===== config.mk =====
export PLATFORM = sky130hd
export DESIGN_NAME = at_command_line_recognizer
export DESIGN_NICKNAME = d
export VERILOG_FILES = /design/src/sv/aclr_pkg.sv /design/src/sv/aclr_matcher.sv /design/src/sv/at_command_line_recognizer.sv
export SDC_FILE = /design/constraint.sdc
export NUM_CORES = 1
export LEC_CHECK = 0
export ABC_AREA = 1
export BUFFER_PORTS_ARGS = -buffer_cell sky130_fd_sc_hd__buf_2
export CAP_MARGIN = 20
export CORE_MARGIN = 4
export CORE_UTILIZATION = 50
export CTS_BUF_LIST = sky130_fd_sc_hd__clkbuf_16
export DETAILED_ROUTE_END_ITERATION = 8
export GPL_TIMING_DRIVEN = 1
export PLACE_DENSITY = 0.68
export SLEW_MARGIN = 25
export SYNTH_ARGS = -nofsm -noshare
export SYNTH_HDL_FRONTEND = slang
export SYNTH_SLANG_ARGS = --single-unit

===== constraint.sdc =====
create_clock -name clk_i -period 7.3 [get_ports clk_i]
set_input_delay 0.73 -clock clk_i [delete_from_list [all_inputs] [get_ports clk_i]]
set_output_delay 0.73 -clock clk_i [all_outputs]
set_load 0.01 [all_outputs]

===== src/sv/aclr_pkg.sv =====
// shared types, constants and the command name table of the AT command line recognizer
package aclr_pkg;

  localparam int LINE_W     = 9;
  localparam int LINE_LIMIT = 322;
  localparam int NAME_MAX   = 12;
  localparam int NUM_CMDS   = 7;
  localparam int NUM_NAMES  = 9;

  // help names sit after the seven command names
  localparam int HELP_SHORT = 7;
  localparam int HELP_LONG  = 8;

  localparam logic [7:0] CH_BS     = 8'h08;
  localparam logic [7:0] CH_LF     = 8'h0A;
  localparam logic [7:0] CH_CR     = 8'h0D;
  localparam logic [7:0] CH_EQUALS = 8'h3D;
  localparam logic [7:0] CH_NUL    = 8'h00;

  typedef logic [7:0] byte_t;
  typedef logic [LINE_W-1:0] count_t;

  typedef enum logic [2:0] {
    OC_STORED   = 3'd0,
    OC_ERASED   = 3'd1,
    OC_IGNORED  = 3'd2,
    OC_OVERFLOW = 3'd3,
    OC_HELP     = 3'd4,
    OC_EMPTY    = 3'd5,
    OC_UNKNOWN  = 3'd6,
    OC_COMMAND  = 3'd7
  } outcome_e;

  typedef struct packed {
    logic       help;
    logic       hit;
    logic [2:0] index;
  } match_t;

  localparam count_t NAME_LEN [NUM_NAMES] = '{
    count_t'(2), count_t'(6), count_t'(6), count_t'(12), count_t'(11),
    count_t'(7), count_t'(6), count_t'(3), count_t'(7)
  };

  // upper case names, padded with zero bytes
  localparam byte_t NAME_TBL [NUM_NAMES][NAME_MAX] = '{
    '{"A", "T", 0, 0, 0, 0, 0, 0, 0, 0, 0, 0},
    '{"A", "T", "+", "G", "P", "S", 0, 0, 0, 0, 0, 0},
    '{"A", "T", "+", "A", "C", "C", 0, 0, 0, 0, 0, 0},
    '{"A", "T", "+", "L", "O", "R", "A", "S", "T", "A", "R", "T"},
    '{"A", "T", "+", "L", "O", "R", "A", "S", "T", "O", "P", 0},
    '{"A", "T", "+", "S", "C", "A", "N", 0, 0, 0, 0, 0},
    '{"A", "T", "+", "B", "A", "T", 0, 0, 0, 0, 0, 0},
    '{"A", "T", "?", 0, 0, 0, 0, 0, 0, 0, 0, 0},
    '{"A", "T", "+", "H", "E", "L", "P", 0, 0, 0, 0, 0}
  };

  function automatic byte_t fold_upper(byte_t c);
    byte_t r;
    r = c;
    if (c >= 8'h61 && c <= 8'h7A) begin
      r = c - 8'h20;
    end
    return r;
  endfunction

endpackage


===== src/sv/aclr_matcher.sv =====
// case-insensitive compare of the stored line head against the help and command names
module aclr_matcher (
  input  logic [7:0]        head_i [aclr_pkg::NAME_MAX],
  input  aclr_pkg::count_t  line_len_i,
  input  aclr_pkg::count_t  cmd_len_i,
  output aclr_pkg::match_t  match_o
);
  import aclr_pkg::*;

  logic  name_eq [NUM_NAMES];
  byte_t folded  [NAME_MAX];

  always_comb begin
    for (int k = 0; k < NAME_MAX; k++) begin
      folded[k] = fold_upper(head_i[k]);
    end
    for (int n = 0; n < NUM_NAMES; n++) begin
      name_eq[n] = 1'b1;
      for (int k = 0; k < NAME_MAX; k++) begin
        if (count_t'(k) < NAME_LEN[n] && folded[k] != NAME_TBL[n][k]) begin
          name_eq[n] = 1'b0;
        end
      end
    end
  end

  always_comb begin
    match_o       = '0;
    match_o.help  = (name_eq[HELP_SHORT] && line_len_i == NAME_LEN[HELP_SHORT]) ||
                    (name_eq[HELP_LONG] && line_len_i == NAME_LEN[HELP_LONG]);
    // lowest index wins
    for (int n = NUM_CMDS - 1; n >= 0; n--) begin
      if (name_eq[n] && cmd_len_i == NAME_LEN[n]) begin
        match_o.hit   = 1'b1;
        match_o.index = 3'(n);
      end
    end
  end

endmodule


===== src/sv/at_command_line_recognizer.sv =====
// top level of the AT command line recognizer: line editing state and result register
//
// usage
//   input channel: one received byte per transfer on ch_i (in_valid_i / in_stall_o).
//   backspace erases, CR or LF ends the line, anything else is appended. a byte
//   other than backspace arriving with the line full empties it and reports overflow.
//   output channel: one result per input byte, outcome_o and command_index_o
//   (out_valid_o / out_stall_i). command_index_o is zero unless outcome_o says command.
// registers and throughput
//   a byte is taken into an input register and its result is worked out from there
//   and loaded into the result register once that is free; the result transfer
//   follows when out_stall_i is low. one byte per cycle is sustained while out_stall_i
//   stays low, set by the single compare-and-update step between the registers.
// stalling
//   while a result waits under out_stall_i, the input register still takes one
//   more byte; in_stall_o rises only when both registers are occupied.
// reset
//   rst_ni clears the line length, the '=' and zero byte marks and both valid
//   flags. the stored line head is not cleared: only entries written during
//   the current line are ever compared.
module at_command_line_recognizer #(
  parameter int PREFIX_DEPTH = 16
) (
  input  logic       clk_i,
  input  logic       rst_ni,
  input  logic       in_valid_i,
  output logic       in_stall_o,
  input  logic [7:0] ch_i,
  output logic       out_valid_o,
  input  logic       out_stall_i,
  output logic [2:0] outcome_o,
  output logic [2:0] command_index_o
);
  import aclr_pkg::*;

  localparam int IDX_W = $clog2(PREFIX_DEPTH);

  // input register
  logic  s1_valid_q;
  byte_t s1_ch_q;

  // line state
  count_t count_q, count_d;
  logic   eq_seen_q, eq_seen_d;
  count_t eq_pos_q, eq_pos_d;
  logic   zero_seen_q, zero_seen_d;
  count_t zero_pos_q, zero_pos_d;
  byte_t  prefix_q [PREFIX_DEPTH];
  logic   prefix_we;

  // result register
  logic       out_valid_q;
  outcome_e   outcome_q, outcome_d;
  logic [2:0] index_q, index_d;

  logic   out_free;
  logic   fire;
  byte_t  head [NAME_MAX];
  count_t eff_len;
  count_t cmd_len;
  match_t match;

  assign out_free   = !out_valid_q || !out_stall_i;
  assign fire       = s1_valid_q && out_free;
  assign in_stall_o = s1_valid_q && !out_free;

  always_comb begin
    for (int k = 0; k < NAME_MAX; k++) begin
      head[k] = prefix_q[k];
    end
  end

  // line is cut at its first zero byte, command part ends at the first '='
  assign eff_len = zero_seen_q ? zero_pos_q : count_q;
  assign cmd_len = (eq_seen_q && eq_pos_q < eff_len) ? eq_pos_q : eff_len;

  aclr_matcher u_matcher (
    .head_i     (head),
    .line_len_i (eff_len),
    .cmd_len_i  (cmd_len),
    .match_o    (match)
  );

  always_comb begin
    count_d     = count_q;
    eq_seen_d   = eq_seen_q;
    eq_pos_d    = eq_pos_q;
    zero_seen_d = zero_seen_q;
    zero_pos_d  = zero_pos_q;
    prefix_we   = 1'b0;
    outcome_d   = OC_STORED;
    index_d     = 3'd0;
    if (s1_ch_q == CH_BS) begin
      if (count_q != '0) begin
        count_d = count_q - count_t'(1);
        // erasing the first '=' or zero byte drops its mark
        if (eq_seen_q && eq_pos_q == count_d) begin
          eq_seen_d = 1'b0;
        end
        if (zero_seen_q && zero_pos_q == count_d) begin
          zero_seen_d = 1'b0;
        end
        outcome_d = OC_ERASED;
      end else begin
        outcome_d = OC_IGNORED;
      end
    end else if (count_q >= count_t'(LINE_LIMIT)) begin
      count_d     = '0;
      eq_seen_d   = 1'b0;
      eq_pos_d    = '0;
      zero_seen_d = 1'b0;
      zero_pos_d  = '0;
      outcome_d   = OC_OVERFLOW;
    end else if (s1_ch_q == CH_LF || s1_ch_q == CH_CR) begin
      if (match.help) begin
        outcome_d = OC_HELP;
      end else if (cmd_len == '0) begin
        outcome_d = OC_EMPTY;
      end else if (match.hit) begin
        outcome_d = OC_COMMAND;
        index_d   = match.index;
      end else begin
        outcome_d = OC_UNKNOWN;
      end
      count_d     = '0;
      eq_seen_d   = 1'b0;
      eq_pos_d    = '0;
      zero_seen_d = 1'b0;
      zero_pos_d  = '0;
    end else begin
      // characters beyond the stored head are counted only
      prefix_we = (count_q < count_t'(PREFIX_DEPTH));
      if (s1_ch_q == CH_EQUALS && !eq_seen_q) begin
        eq_seen_d = 1'b1;
        eq_pos_d  = count_q;
      end
      if (s1_ch_q == CH_NUL && !zero_seen_q) begin
        zero_seen_d = 1'b1;
        zero_pos_d  = count_q;
      end
      count_d = count_q + count_t'(1);
    end
  end

  always_ff @(posedge clk_i or negedge rst_ni) begin
    if (!rst_ni) begin
      s1_valid_q  <= 1'b0;
      out_valid_q <= 1'b0;
      count_q     <= '0;
      eq_seen_q   <= 1'b0;
      eq_pos_q    <= '0;
      zero_seen_q <= 1'b0;
      zero_pos_q  <= '0;
    end else begin
      if (in_valid_i && !in_stall_o) begin
        s1_valid_q <= 1'b1;
      end else if (fire) begin
        s1_valid_q <= 1'b0;
      end
      if (fire) begin
        out_valid_q <= 1'b1;
        count_q     <= count_d;
        eq_seen_q   <= eq_seen_d;
        eq_pos_q    <= eq_pos_d;
        zero_seen_q <= zero_seen_d;
        zero_pos_q  <= zero_pos_d;
      end else if (!out_stall_i) begin
        out_valid_q <= 1'b0;
      end
    end
  end

  // payload registers
  always_ff @(posedge clk_i) begin
    if (in_valid_i && !in_stall_o) begin
      s1_ch_q <= ch_i;
    end
    if (fire) begin
      outcome_q <= outcome_d;
      index_q   <= index_d;
    end
    if (fire && prefix_we) begin
      prefix_q[count_q[IDX_W-1:0]] <= s1_ch_q;
    end
  end

  assign out_valid_o     = out_valid_q;
  assign outcome_o       = outcome_q;
  assign command_index_o = index_q;

endmodule


### After elaboration in Yosys (flattened, before gate mapping)

Memories as Yosys holds them, arrays and structs flattened.
Index checks and enable logic that the tools add are counted.

* register bits after elaboration: 45
* memories kept: 1
* bits in latches: 0
* input bits: 12
* word-level logic and storage cells: 251
* memory bits (writable): 128
* ROM bits: 0
* output and inout bits: 8

Memories
* prefix_q: depth 16, bits a word 8, rd ports 12, clocked after memory_dff 0, write ports 1, line at_command_line_recognizer.sv:48 `byte_t prefix_q [PREFIX_DEPTH];`

* shifts and indexed selects: 0
* $mul: 0
* bitwise logic cells: 3
* divide/modulo/power cells: 0
* add/subtract/negate cells: 14
* $lt $le $gt $ge: 27
* reductions and logical operators: 55
* muxes and demuxes: 91
* equal/unequal tests: 48

Operators with widths (number)
* != test 8 x 7 -> 1 bit, second input constant: 29
* two-way mux 9 bit: 12
* greater-or-equal comparator 8 x 7 -> 1 bit, second input constant: 12
* <= comparator 8 x 7 -> 1 bit, second input constant: 12
* two-way mux 8 bit: 12
* subtractor 8 x 6 -> 8 bit, second input constant: 12
* two-way mux 1 bit: 54
* logical AND 1 bit: 30
* two-way mux 4 bit: 7
* equality test 9 x 3 -> 1 bit, second input constant: 3
* equality test 8 x 4 -> 1 bit, second input constant: 3
* equality test 9 x 2 -> 1 bit, second input constant: 2
* equality test 9 x 4 -> 1 bit, second input constant: 2
* equality test 9 bit: 2
* != test 8 x 6 -> 1 bit, second input constant: 2
* OR reduction 10 bit: 1
* adder 9 x 1 -> 9 bit, second input constant: 1
* greater-or-equal comparator 9 bit, second input constant: 1
* logical NOT 9 bit: 1
* less-than comparator 9 x 5 -> 1 bit, second input constant: 1
* less-than comparator 9 bit: 1
* two-way mux 3 bit: 3
* nonzero test 9 bit: 1
* subtractor 9 x 1 -> 9 bit, second input constant: 1
* other kinds (15): 33

### Logic depth before layout (Yosys ltp)

Gate-level depths: netlist (run 1).
An unclocked memory read counts as a cell.

* depth after elaboration: 28
* depth in mapped cells: 23
* mapped depth without buffers: 22

### Modules after synthesis

Synthesis (run 1) repeated with hierarchy kept, for this count alone.

* cell total of the unflattened synthesis: 846
* area, all modules: 7588.5 µm²

Modules (own cells, without submodules)
* at_command_line_recognizer: sequential area each 4078.9 µm², times used 1, area each 6128.4 µm², cells each 545
* aclr_matcher: sequential area each 0.0 µm², times used 1, area each 1460.2 µm², cells each 301

### Least setup slack after synthesis (run 1)

OpenSTA, ideal clock, no wires.

* path type: register -> register
* start point: register count_q[0]
* end point: memory prefix_q[0][0] (netlist bit), enable pin
* buffers on the path: 3
* period minus slack after synthesis: 3.031 ns
* setup slack: 4.269 ns
* setup time: 0.383 ns
* required time: 6.917 ns
* cell stages (with the launch flop): 13
* arrival: 2.647 ns
* path through: dfrtp_1 -> inv_1 -> clkbuf_1 -> ha_1 -> nor4_1 -> nor2_2 -> nor2_2 -> inv_2 -> buf_6 -> nor2_8 -> nand3_2 -> buf_2 -> nor3_1

* longest elaborated chain between the ends: 7
* elaborated cells on any way between the ends: 8
* classes of those cells: order compare (2); mux (5); reduce/logical (1)

RTL lines
* start, declared: line at_command_line_recognizer.sv:43 `count_t count_q, count_d;`
* start signal, assigned: line at_command_line_recognizer.sv:162 `count_q <= count_d;`
* less-than comparator 9 x 5 -> 1 bit: line at_command_line_recognizer.sv:132 `prefix_we = (count_q < count_t'(PREFIX_DEPTH));`
* two-way mux 1 bit: line at_command_line_recognizer.sv:114 `end else if (s1_ch_q == CH_LF || s1_ch_q == CH_CR) begin`
* two-way mux 1 bit: line at_command_line_recognizer.sv:107 `end else if (count_q >= count_t'(LINE_LIMIT)) begin`
* two-way mux 1 bit: line at_command_line_recognizer.sv:93 `if (s1_ch_q == CH_BS) begin`
* logical AND 1 bit: line at_command_line_recognizer.sv:182 `if (fire && prefix_we) begin`
* two-way mux 1 bit: line at_command_line_recognizer.sv:182
* two-way mux 1 bit (implied by the code): line at_command_line_recognizer.sv:183 `prefix_q[count_q[IDX_W-1:0]] <= s1_ch_q;`
* end, declared: line at_command_line_recognizer.sv:48

Parallel ways exist; a longest one is shown, timed or not.

### Worst setup path in the final report (run 1)

* start point: register count_q[0]
* end point: memory prefix_q[8][5] (netlist bit), enable pin

The elaborated chain is that of the path after synthesis.

==> results of run 1 <==
-- registers in the layout, summed over array words and instances, names as in the netlist --
signal / cells
zero_seen_q: 1
s1_ch_q: 8
s1_valid_q: 1
outcome_o: 3
eq_seen_q: 1
count_q: 9
out_valid_o: 1
zero_pos_q: 9
prefix_q: 96
eq_pos_q: 9
command_index_o: 3
-- synth_stat cells, drive strengths merged, types with 2 or more instances --
library cell  count
nor3             29
nand3            60
a21oi            19
nor3b             2
o211ai            2
a22oi             3
clkinv            2
nor2            113
nand3b            5
buf               8
inv             130
o21a              2
xor2             13
nand4            25
edfxtp          110
o21ai            47
nand2           170
a21boi            2
or2               4
nor4              8
and2              2
ha               25
dfrtp            31
clkbuf            2
mux2              2
a221oi            2
-- metal layers --
metal,up-vias,track usage (%),wire [µm]
met4,0,6.90,206
met3,23,4.92,1070
met1,2586,30.5,8270
li1,2830,-,-
met2,183,34.0,8050
met5,-,0,0
-- cell families after synthesis --
| kind of cell | synth area share [%] |
|---|---|
| XOR/XNOR | 1.63 |
| multiplexers | 0.300 |
| flip-flops | 54.3 |
| AND/OR/NAND/NOR | 25.9 |
| buffers and inverters | 7.54 |
| adder cells (fa/ha/maj) | 4.16 |
| AO/OA/AOI/OAI | 6.16 |
-- worst register-to-register path, delay by kind of cell, from the launching register on --
family | cells | cell delay (ns)
buffers and inverters | 2 | 0.39
adder cells (fa/ha/maj) | 1 | 0.29
flip-flops | 1 | 0.46
AND/OR/NAND/NOR | 6 | 2.03
-- power by group --
part	switching [µW]	internal [µW]	total (µW)
clock	339	500	839
sequential	117	947	1060
combinational	684	305	989
total	1140	1750	2890
-- final cells by class --
class | instances | area (µm²)
Clock buffer | 17 | 425
Clock inverter | 14 | 144
Fill cell | 1316 | 6260
Inverter | 132 | 497
Multi-Input combinational cell | 542 | 2910
Sequential cell | 141 | 4080
Tap cell | 184 | 230
Timing Repair Buffer | 20 | 103
-- metrics by stage --
stage | hold WS, ns | std cells | setup slack [ns]
3_5_place_dp | 0.453 | 1019 | 3.77
6_report | 0.367 | 1050 | 3.75
3_3_place_gp | 0.461 | 1019 | 3.95
5_1_grt | 0.421 | 1050 | 3.51
2_1_floorplan | 0.434 | 825 | 4.27
4_1_cts | 0.388 | 1050 | 3.74
-- how the worst max path moves through the flow --
stage,from,endpoint,cells past startpoint
6_report,count_q[0],prefix_q[8][5],9
5_1_grt,count_q[0],prefix_q[1][6],9
4_1_cts,count_q[0],prefix_q[3][4],9
3_5_place_dp,count_q[0],prefix_q[10][6],9
3_3_place_gp,out_stall_i,prefix_q[6][5],6
2_1_floorplan,count_q[0],prefix_q[0][0],12
==> Flow_metrics.wiki, run 1 <==
{| class="wikitable"
! Metric !! Value
|-
| Run status || completed
|-
| Logic depth of the worst register-to-register path || 9
|-
| Final-report hold violation count || 0
|-
| VDD IR-drop max || 289 µV
|-
| Final Util || 57.3%
|-
| Kind of path behind the tightest hold check || primary input to asynchronous set/reset pin
|-
| Leftover overflow at the end of global routing || 0
|-
| Count of pins on the block boundary || 20
|-
| Die Height || 131 µm
|-
| Setup repair after global routing missed its margin || false
|-
| Post-CTS resize count || 0
|-
| Router iterations before antenna repair || 5
|-
| Worst clock skew on the final layout || 0.0184 ns
|-
| Post-route standard cell area excluding fillers || 8390 µm²
|-
| Number of standard-cell rows in the floorplan || 44
|-
| Clock root cell || sky130_fd_sc_hd__clkbuf_16
|-
| Distinct cells, synth || 51
|-
| Detailed-route via count || 5,622
|-
| Element type at the critical path end || flip-flop
|-
| Async set-or-reset flop fraction in the synthesized netlist || 22.0%
|-
| Series of cell instances along the critical path || inv_1 -> ha_1 -> nor4_1 -> nor2_2 -> nor2_2 -> inv_2 -> nor2_8 -> nand3_2 -> nor3_1
|-
| Per-instance average area after synthesis || 9.11 µm²
|-
| Critical path buffers and inverters || 2
|-
| Worst slew margin relative to its limit || 32.6%
|-
| Number of pins exceeding their max-slew limit in the final report || 0
|-
| Deepest level of the CTS H-tree || 4
|-
| Worst path top cell family by delay || simple AND/OR/NAND/NOR gates
|-
| Sum of negative setup slack || 0 ns
|-
| Most used cells in the layout excluding fill and tap cells || sky130_fd_sc_hd__nand2_1 (165), sky130_fd_sc_hd__inv_1 (126), sky130_fd_sc_hd__edfxtp_1 (110), sky130_fd_sc_hd__nor2_1 (102), sky130_fd_sc_hd__nand3_1 (56)
|-
| Most common cell after layout, fill and taps aside || sky130_fd_sc_hd__nand2_1
|-
| Clock net sink count || 141
|-
| Average via count per standard cell || 5.35
|-
| Pin count of the biggest net entering global routing || 32
|-
| Core Box Area || 14,600 µm²
|-
| Proportion of netlist area held by the largest area contributor || about 44%
|-
| Initial antenna violation count || 0
|-
| Reg clk slew, reported paths || roughly 0.06 ns
|-
| Max-Cap Viols || 0
|-
| Critical Path RT || 7.34 ns
|-
| Initial core utilization || about half
|-
| Highest achievable clock rate || 282 MHz
|-
| Slowest-stage cell, CP || sky130_fd_sc_hd__nor3_1
|-
| WL/cell || 16.8 µm
|-
| Final nets || between 800 and 900
|-
| Crit path arrival time || 3.59 ns
|-
| Count of buffers added by post-CTS timing repair for setup || 0
|-
| Commonest register cell after synthesis || sky130_fd_sc_hd__edfxtp_1
|-
| First-pass GRT wire length || 27,900 µm
|-
| Top cells by area in the synthesized netlist || sky130_fd_sc_hd__edfxtp_1 (44%), sky130_fd_sc_hd__dfrtp_1 (10%), sky130_fd_sc_hd__nand2_1 (8.2%)
|-
| Layout cells sized above 1 || 11.0%
|-
| Warnings from Yosys || 0
|-
| Terminus of the critical flop-to-flop path || prefix_q[8][5]
|-
| Final setup violating endpoints || 0
|-
| Leakage power || about 0.0035 µW
|-
| Delay contributed by the slowest stage of the critical path || just over 0.9 ns
|-
| Total wirelength of the detailed-routed design || around 18,000 µm
|-
| Global Route Usage Sum || 21.8%
|-
| Source-to-sink clock delay at the later pin of the worst-skew pair || 0.43 ns
|-
| Die X || 131 µm
|-
| Most frequent cell on the critical path || sky130_fd_sc_hd__nor2_2
|-
| Crit-path max FO || 13
|-
| Minimum clock period after layout || approximately 3.6 ns
|-
| Minimum setup slack among reg-to-reg paths || ~3.7 ns
|-
| Kind of start point of the critical path || flip-flop
|-
| Crit share post-route || about half
|-
| Launch point of the worst reg-to-reg path || count_q[0]
|-
| Number of global-route vias before repair || roughly 5,400
|-
| Net count after synthesis || 862
|-
| TritonCTS clock tree || yes
|-
| Number of standard cells after synthesis || roughly 830
|-
| Detailed placer's ending HPWL || 12,400 µm
|-
| Relative area change from synthesis to final layout || 11.6%
|-
| Overall power || 2890 µW
|-
| Number of synthesized flops with an enable pin || between 100 and 150
|-
| Antenna diode instance count || 0
|-
| Post-placement cell area || 7780 µm²
|-
| Part of the Yosys area used for sequential elements || 54.3%
|-
| Die Area || approximately 17,000 µm²
|-
| Number of I/O port buffers || 19
|-
| Category of the critical setup timing path || flip-flop to flip-flop
|-
| Number of hold-repair buffers added at the cts stage || 0
|-
| Slew at the pin with the worst max-slew slack || 1.00 ns
|-
| Placer congestion estimate || 0.964
|-
| CTS max path bufs || 2
|-
| Area of the mapped netlist || between 7000 and 8000 µm²
|-
| Post-route ant nets || 0
|-
| DRC violations left || 0
|-
| TritonCTS Buffers || 17
|-
| Biggest area consumer among synthesized cells || sky130_fd_sc_hd__edfxtp_1
|-
| Pwr per Cell Area || 345 nW/µm²
|-
| Count of state elements after synthesis || between 100 and 150
|-
| DRT iter0 DRCs || 523
|}
Note: power is estimated with default switching activity, not from simulation.
==> run 2: changes to the inputs <==
- clock period: 7.3 -> 3.5 ns (I/O delays scaled with it)
==> Flow_metrics.wiki, run 2 (synthesis gave the netlist of run 1 again) <==
{| class="wikitable"
! Metric !! Value
|-
| Element type at the critical path end || flip-flop
|-
| Series of cell instances along the critical path || o21ai_0 -> ha_1 -> nand2_1 -> inv_1 -> nand2_1 -> nand2_1 -> a21oi_4 -> nand3_4 -> nand2_1 -> nand2_1 -> nand2_1 -> inv_1 -> nand3_1 -> nand2_1 -> nor2_2 -> nand3_1 -> nand2_1 -> a21oi_1
|-
| Setup repair after global routing missed its margin || false
|-
| Sum of negative setup slack || 0 ns (unchanged)
|-
| Layout cells sized above 1 || 12.7% (+1.7 points)
|-
| Psw || 2290 µW (+100%)
|-
| Detailed placer's ending HPWL || 12,300 µm (-0.75%)
|-
| Reg clk slew, reported paths || 0.06 ns (about the same)
|-
| Core Box Area || 14,600 µm² (unchanged)
|-
| Slew at the pin with the worst max-slew slack || 0.735 ns (-0.269 ns)
|-
| Pwr per Cell Area || 707 nW/µm² (+100%)
|-
| Max-Cap Viols || 0 (unchanged)
|-
| Placer congestion estimate || 0.911 (-5.5%)
|-
| Router iterations before antenna repair || 5 (unchanged)
|-
| Launch point of the worst path || zero_seen_q
|-
| Post-CTS resize count || 0 (unchanged)
|-
| Critical Path RT || 3.67 ns (-3.67 ns)
|-
| Flip-flop count of the largest register after layout || 96 (unchanged)
|-
| VDD IR-drop max || 453 µV (+57%)
|-
| Number of hold-repair buffers added at the cts stage || 0 (unchanged)
|-
| Crit path arrival time || 3.20 ns (-0.39 ns)
|-
| DRT iter0 DRCs || 578 (+11%)
|-
| Clock net sink count || 141 (unchanged)
|-
| Initial core utilization || 51.3% (unchanged)
|-
| Final nets || 916 (+2.8%)
|-
| Failing checks || negative hold slack
|-
| Launch point of the worst reg-to-reg path || zero_seen_q
|-
| Detailed-route via count || 5,691 (+1.2%)
|-
| Most common cell after layout, fill and taps aside || sky130_fd_sc_hd__nand2_1
|-
| Seq pwr share || 36.3% (-0.5 points)
|-
| Kind of start point of the critical path || flip-flop
|-
| Clock root cell || sky130_fd_sc_hd__clkbuf_16
|-
| Count of buffers added by post-CTS timing repair for setup || 0 (unchanged)
|-
| Hold Slack || -0.0113 ns (-0.378 ns)
|-
| Total wirelength of the detailed-routed design || 17,100 µm (-3.0%)
|-
| DRC violations left || 0 (unchanged)
|-
| Global Route Usage Sum || 21.5% (-0.23 points)
|-
| Final Util || 58.5% (+1.2 points)
|-
| CTS max path bufs || 2 (unchanged)
|-
| Minimum clock period after layout || 3.03 ns (-0.521 ns)
|-
| Average via count per standard cell || 5.29 (-1.1%)
|-
| Post-route ant nets || 0 (unchanged)
|-
| Clock network fraction of total power || 30.1% (+1.1 points)
|-
| Post-route standard cell area excluding fillers || 8560 µm² (+2.1%)
|-
| Worst clock skew on the final layout || 0.00670 ns (-0.0117 ns)
|-
| Most frequent cell on the critical path || sky130_fd_sc_hd__nand2_1
|-
| Number of standard-cell rows in the floorplan || 44 (unchanged)
|-
| Leftover overflow at the end of global routing || 0 (unchanged)
|-
| Die Area || 17,100 µm² (unchanged)
|-
| Run status || finished, violations left
|-
| Final-report hold violation count || 22 (+22)
|-
| TritonCTS Buffers || 17 (unchanged)
|-
| Number of pins exceeding their max-slew limit in the final report || 0 (unchanged)
|-
| Deepest level of the CTS H-tree || 4 (unchanged)
|-
| Number of global-route vias before repair || 5,398 (+0.69%)
|-
| Delay contributed by the slowest stage of the critical path || 0.53 ns (-0.39 ns)
|-
| Worst slew margin relative to its limit || 51.0% (+18 points)
|-
| Pin count of the biggest net entering global routing || 32 (unchanged)
|-
| Crit-path max FO || 20 (+7)
|-
| Initial antenna violation count || 0 (unchanged)
|-
| Count of pins on the block boundary || 20 (unchanged)
|-
| Source-to-sink clock delay at the later pin of the worst-skew pair || 0.42 ns (about the same)
|-
| Worst path top cell family by delay || simple AND/OR/NAND/NOR gates
|-
| Fraction of power consumed by combinational cells || 33.6% (-0.6 points)
|-
| Crit share post-route || 86.6% (+38 points)
|-
| Post-placement cell area || 7970 µm² (+2.4%)
|-
| Relative area change from synthesis to final layout || 13.9%
|-
| Critical path buffers and inverters || 2 (unchanged)
|-
| First-pass GRT wire length || 27,900 µm (+0.15%)
|-
| Category of the critical setup timing path || flip-flop to flip-flop
|-
| Kind of path behind the tightest hold check || primary input to asynchronous set/reset pin
|-
| WL/cell || 15.9 µm (-5.3%)
|-
| Number of I/O port buffers || 19 (unchanged)
|-
| Highest achievable clock rate || 330 MHz (+17%)
|-
| Die Height || 131 µm (unchanged)
|-
| TritonCTS clock tree || yes
|-
| Most used cells in the layout excluding fill and tap cells || sky130_fd_sc_hd__nand2_1 (165), sky130_fd_sc_hd__inv_1 (125), sky130_fd_sc_hd__edfxtp_1 (110), sky130_fd_sc_hd__nor2_1 (102), sky130_fd_sc_hd__nand3_1 (56)
|-
| Die X || 131 µm (unchanged)
|-
| Cell Int Power || 3760 µW (+110%)
|-
| Switching power as a share of total power || 37.9% (-1.5 points)
|-
| Final setup violating endpoints || 0 (unchanged)
|-
| Slowest-stage cell, CP || sky130_fd_sc_hd__dfrtp_2
|-
| Antenna diode instance count || 0 (unchanged)
|-
| Leakage power || 0.00368 µW (+3.7%)
|}
## run 2: changes by cell type in the layout (fill, tap and decap cells not counted), sizes merged
| cell | previous run | this run |
|---|---|---|
| bufinv | 2 | 3 |
| buf | 20 | 45 |
| inv | 135 | 134 |
## run 2: path summary, 6_finish.rpt
kind | end | slack (ns) | cells past startpoint
max in group asynchronous | zero_seen_q | 3.00 | 1
worst min-delay path | zero_pos_q[7] | -0.01 | 1
worst max register to register | outcome_o[0] | 0.47 | 18
worst max-delay path | outcome_o[0] | 0.47 | 18
worst min register to register | out_valid_o | 0.47 | 2
min in group clk_i | s1_ch_q[1] | 0.10 | 1
## run 2: metal layers
layer | vias to the layer above | wire [µm] | global-route usage, %
li1 | 2863 | - | -
met1 | 2606 | 8220 | 31.6
met2 | 190 | 7400 | 31.8
met3 | 32 | 1090 | 4.63
met4 | 0 | 354 | 7.68
met5 | - | 0 | 0
## run 2: layout make-up
type	instances	area (µm²)
multi-input cells	542	2870
flip-flops and latches	141	4080
well taps	184	230
fillers	1266	6080
clock buffers	17	425
repair buffers	45	290
clock inverters	14	169
inverters	132	497
## run 2: worst register-to-register path: cells and delay by family (launching register included)
family	cells	cell delay, ns
AOI/OAI and AO/OA	3	0.64
adders and majority gates	1	0.32
buffers and inverters	2	0.10
DFF	1	0.53
and+or+nand+nor	12	1.21
## run 2: power groups by stage
stage	Sequential [µW]	Clock (µW)	Combinational [µW]
floorplan	2130	0	1620
global placement	2210	0	1980
detailed placement	2220	0	2010
CTS	2180	1850	2020
global route	2210	1920	2290
finish	2200	1820	2040
## run 2: per-stage QoR
step | instances | worst slack (ns) | hold WS, ns | power, µW
2_1_floorplan | 825 | 0.469 | 0.0544 | 3750
3_3_place_gp | 1044 | 0.460 | 0.445 | 4200
4_1_cts | 1075 | 0.318 | 0.00581 | 6050
3_5_place_dp | 1044 | 0.325 | 0.447 | 4230
6_report | 1075 | 0.469 | -0.0113 | 6050
5_1_grt | 1075 | 0.157 | 0.0445 | 6430
==> run 3: changes to the inputs <==
- BUFFER_PORTS_ARGS: -buffer_cell sky130_fd_sc_hd__buf_2 -> default
- DONT_BUFFER_PORTS: default -> 1
- PLACE_DENSITY: 0.68 -> 0.67
==> Flow_metrics.wiki, run 3 (synthesis gave the netlist of run 1 again) <==
{| class="wikitable"
! Metric !! Value
|-
| Clock net sink count || 141 (unchanged)
|-
| Hold Path Origin || ch_i[7]
|-
| Final nets || 906 (-1.1%)
|-
| Total wirelength of the detailed-routed design || 18,400 µm (+7.7%)
|-
| Post-route standard cell area excluding fillers || 8540 µm² (-0.29%)
|-
| Final setup violating endpoints || 0 (unchanged)
|-
| Element type at the critical path end || flip-flop
|-
| Worst Hold Depth || 0
|-
| DRT iter0 DRCs || 499 (-14%)
|-
| Sum of negative setup slack || 0 ns (unchanged)
|-
| Detailed placer's ending HPWL || 13,400 µm (+8.9%)
|-
| Cell Int Power || 3680 µW (-2.0%)
|-
| Clock network fraction of total power || 29.1% (-1.0 points)
|-
| Deepest level of the CTS H-tree || 4 (unchanged)
|-
| Logic depth of the worst register-to-register path || 11 (-7)
|-
| Number of fill cells in the layout || 1,276 (+0.79%)
|-
| Terminus of the critical flop-to-flop path || prefix_q[8][0]
|-
| Kind of start point of the critical path || flip-flop
|-
| VDD IR-drop max || 402 µV (-11%)
|-
| Series of cell instances along the critical path || inv_1 -> ha_1 -> nor4_1 -> nor2_2 -> nor2_2 -> inv_2 -> buf_4 -> nor2_8 -> nand3_2 -> nor3_1 -> buf_4
|-
| Number of pins exceeding their max-slew limit in the final report || 0 (unchanged)
|-
| Category of the critical setup timing path || flip-flop to flip-flop
|-
| Most common cell after layout, fill and taps aside || sky130_fd_sc_hd__nand2_1
|-
| Minimum clock period after layout || 3.10 ns (+0.0708 ns)
|-
| TritonCTS Buffers || 17 (unchanged)
|-
| Worst slew margin relative to its limit || 46.2% (-4.8 points)
|-
| Antenna diode instance count || 0 (unchanged)
|-
| Run status || completed
|-
| Post-placement cell area || 7900 µm² (-0.88%)
|-
| Count of pins on the block boundary || 20 (unchanged)
|-
| Launch point of the worst reg-to-reg path || count_q[0]
|-
| Highest achievable clock rate || 322 MHz (-2.3%)
|-
| Hold worst-path end || s1_ch_q[7]
|-
| Crit share post-route || 88.6% (+2.0 points)
|-
| Most used cells in the layout excluding fill and tap cells || sky130_fd_sc_hd__nand2_1 (165), sky130_fd_sc_hd__inv_1 (124), sky130_fd_sc_hd__edfxtp_1 (110), sky130_fd_sc_hd__nor2_1 (101), sky130_fd_sc_hd__nand3_1 (56)
|-
| Switching power as a share of total power || 38.9% (+0.97 points)
|-
| Slew at the pin with the worst max-slew slack || 0.806 ns (+0.0713 ns)
|-
| WL/cell || 17.2 µm (+8.6%)
|-
| Setup repair after global routing missed its margin || false
|-
| Worst clock skew on the final layout || 0.00689 ns (+0.000187 ns)
|-
| Leftover overflow at the end of global routing || 0 (unchanged)
|-
| Die Area || 17,100 µm² (unchanged)
|-
| Crit path arrival time || 3.23 ns (+0.03 ns)
|-
| Leakage power || 0.00365 µW (-0.92%)
|-
| Die X || 131 µm (unchanged)
|-
| Fraction of power consumed by combinational cells || 34.4% (+0.8 points)
|-
| Flip-flop count of the largest register after layout || 96 (unchanged)
|-
| Psw || 2340 µW (+2.1%)
|-
| Initial antenna violation count || 0 (unchanged)
|-
| Source-to-sink clock delay at the later pin of the worst-skew pair || 0.42 ns (about the same)
|-
| Router iterations before antenna repair || 5 (unchanged)
|-
| Core Box Area || 14,600 µm² (unchanged)
|-
| Reg clk slew, reported paths || 0.06 ns (about the same)
|-
| Number of instances in the placed design || 1,028 (-1.5%)
|-
| Final-report hold violation count || 0 (-100%)
|-
| Kind of path behind the tightest hold check || primary input to flip-flop
|-
| Slowest-stage cell, CP || sky130_fd_sc_hd__dfrtp_1
|-
| First-pass GRT wire length || 29,600 µm (+5.9%)
|-
| Placer congestion estimate || 0.934 (+2.6%)
|-
| Delay contributed by the slowest stage of the critical path || 0.53 ns (about the same)
|-
| Layout cells sized above 1 || 11.2% (-1.5 points)
|-
| Global Route Usage Sum || 22.9% (+1.4 points)
|-
| Number of standard cells in the final layout excluding fillers || 1,066 (-0.84%)
|-
| Number of I/O port buffers || 0 (-19)
|-
| Pin count of the biggest net entering global routing || 32 (unchanged)
|-
| Worst path top cell family by delay || simple AND/OR/NAND/NOR gates
|-
| Critical path buffers and inverters || 4 (+2)
|-
| Average via count per standard cell || 5.51 (+4.2%)
|-
| Seq pwr share || 36.5% (+0.2 points)
|-
| DRC violations left || 0 (unchanged)
|-
| Crit-path max FO || 12 (-40%)
|-
| Number of global-route vias before repair || 5,782 (+7.1%)
|-
| Clock root cell || sky130_fd_sc_hd__clkbuf_16
|-
| CTS max path bufs || 2 (unchanged)
|-
| Detailed-route via count || 5,878 (+3.3%)
|-
| Pwr per Cell Area || 706 nW/µm² (-0.13%)
|-
| Post-route ant nets || 0 (unchanged)
|-
| TritonCTS clock tree || yes
|-
| Critical Path RT || 3.63 ns (-0.04 ns)
|-
| Initial core utilization || 51.3% (unchanged)
|-
| Die Height || 131 µm (unchanged)
|-
| Number of standard-cell rows in the floorplan || 44 (unchanged)
|-
| Minimum setup slack among reg-to-reg paths || 0.40 ns (-0.07 ns)
|-
| Relative area change from synthesis to final layout || 13.6%
|-
| Max-Cap Viols || 0 (unchanged)
|}
[run 3: routing by layer]
metal | vias up | GRT usage [%] | share of wire, % | wire length, µm
met3 | 38 | 5.77 | 6.7 | 1230
met5 | - | 0 | 0 | 0
met4 | 0 | 9.20 | 2.3 | 414
met1 | 2780 | 30.9 | 45 | 8240
met2 | 209 | 35.6 | 46 | 8490
li1 | 2851 | - | - | -
[run 3: through the flow]
stage               hold WS (ns)  setup slack [ns]  power, µW  utilization, %
finish                    0.0255             0.398       6030            58.3
detailed placement        0.0551             0.349       4240            53.9
CTS                      0.00368             0.341       6020            58.0
global placement          0.0552             0.468       4180            53.9
floorplan                 0.0544             0.469       3750               -
global route             0.00438             0.179       6400            58.3
[run 3: timing repair]
item                       CTS  global route
setup endpoints to repair    0             3
hold endpoints to repair    31             4
resized for setup            0             1
hold buffers                 2             4
setup buffers                0             0
[run 3: final cells by class]
| cell class | instances | area (µm²) | area share, % |
|---|---|---|---|
| sequential | 141 | 4080 | 47.8 |
| multi-input combinational | 542 | 2870 | 33.7 |
| inverter | 132 | 497 | 5.82 |
| clock buffer | 17 | 425 | 4.98 |
| timing repair buffer | 35 | 288 | 3.37 |
| tap | 184 | 230 | 2.70 |
| clock inverter | 15 | 144 | 1.69 |
[run 3: power by group through the flow]
| stage | clock network (µW) | registers (µW) | logic, µW |
|---|---|---|---|
| 6_report | 1750 | 2200 | 2080 |
| 5_1_grt | 1870 | 2220 | 2310 |
| 4_1_cts | 1780 | 2190 | 2050 |
| 3_5_place_dp | 0 | 2230 | 2010 |
| 3_3_place_gp | 0 | 2220 | 1950 |
| 2_1_floorplan | 0 | 2130 | 1620 |
[run 3: worst max-delay path by stage]
stage                 from             end  slack [ns]  cells after the start
2_1_floorplan   count_q[0]  prefix_q[0][0]        0.47                     12
3_3_place_gp   zero_seen_q    outcome_o[0]        0.47                     19
3_5_place_dp   zero_seen_q    outcome_o[0]        0.35                     19
4_1_cts        zero_seen_q    outcome_o[0]        0.34                     19
5_1_grt        zero_seen_q    outcome_o[0]        0.18                     19
6_report        count_q[0]  prefix_q[8][0]        0.40                     11
[run 3: worst register-to-register path, cell delays in order (launching register included)]
cell and delay (ns):
sky130_fd_sc_hd__dfrtp_1 0.53, sky130_fd_sc_hd__inv_1 0.11, sky130_fd_sc_hd__ha_1 0.25, sky130_fd_sc_hd__nor4_1 0.35, sky130_fd_sc_hd__nor2_2 0.13, sky130_fd_sc_hd__nor2_2 0.16, sky130_fd_sc_hd__inv_2 0.05, sky130_fd_sc_hd__buf_4 0.20
sky130_fd_sc_hd__nor2_8 0.19, sky130_fd_sc_hd__nand3_2 0.24, sky130_fd_sc_hd__nor3_1 0.36, sky130_fd_sc_hd__buf_4 0.25
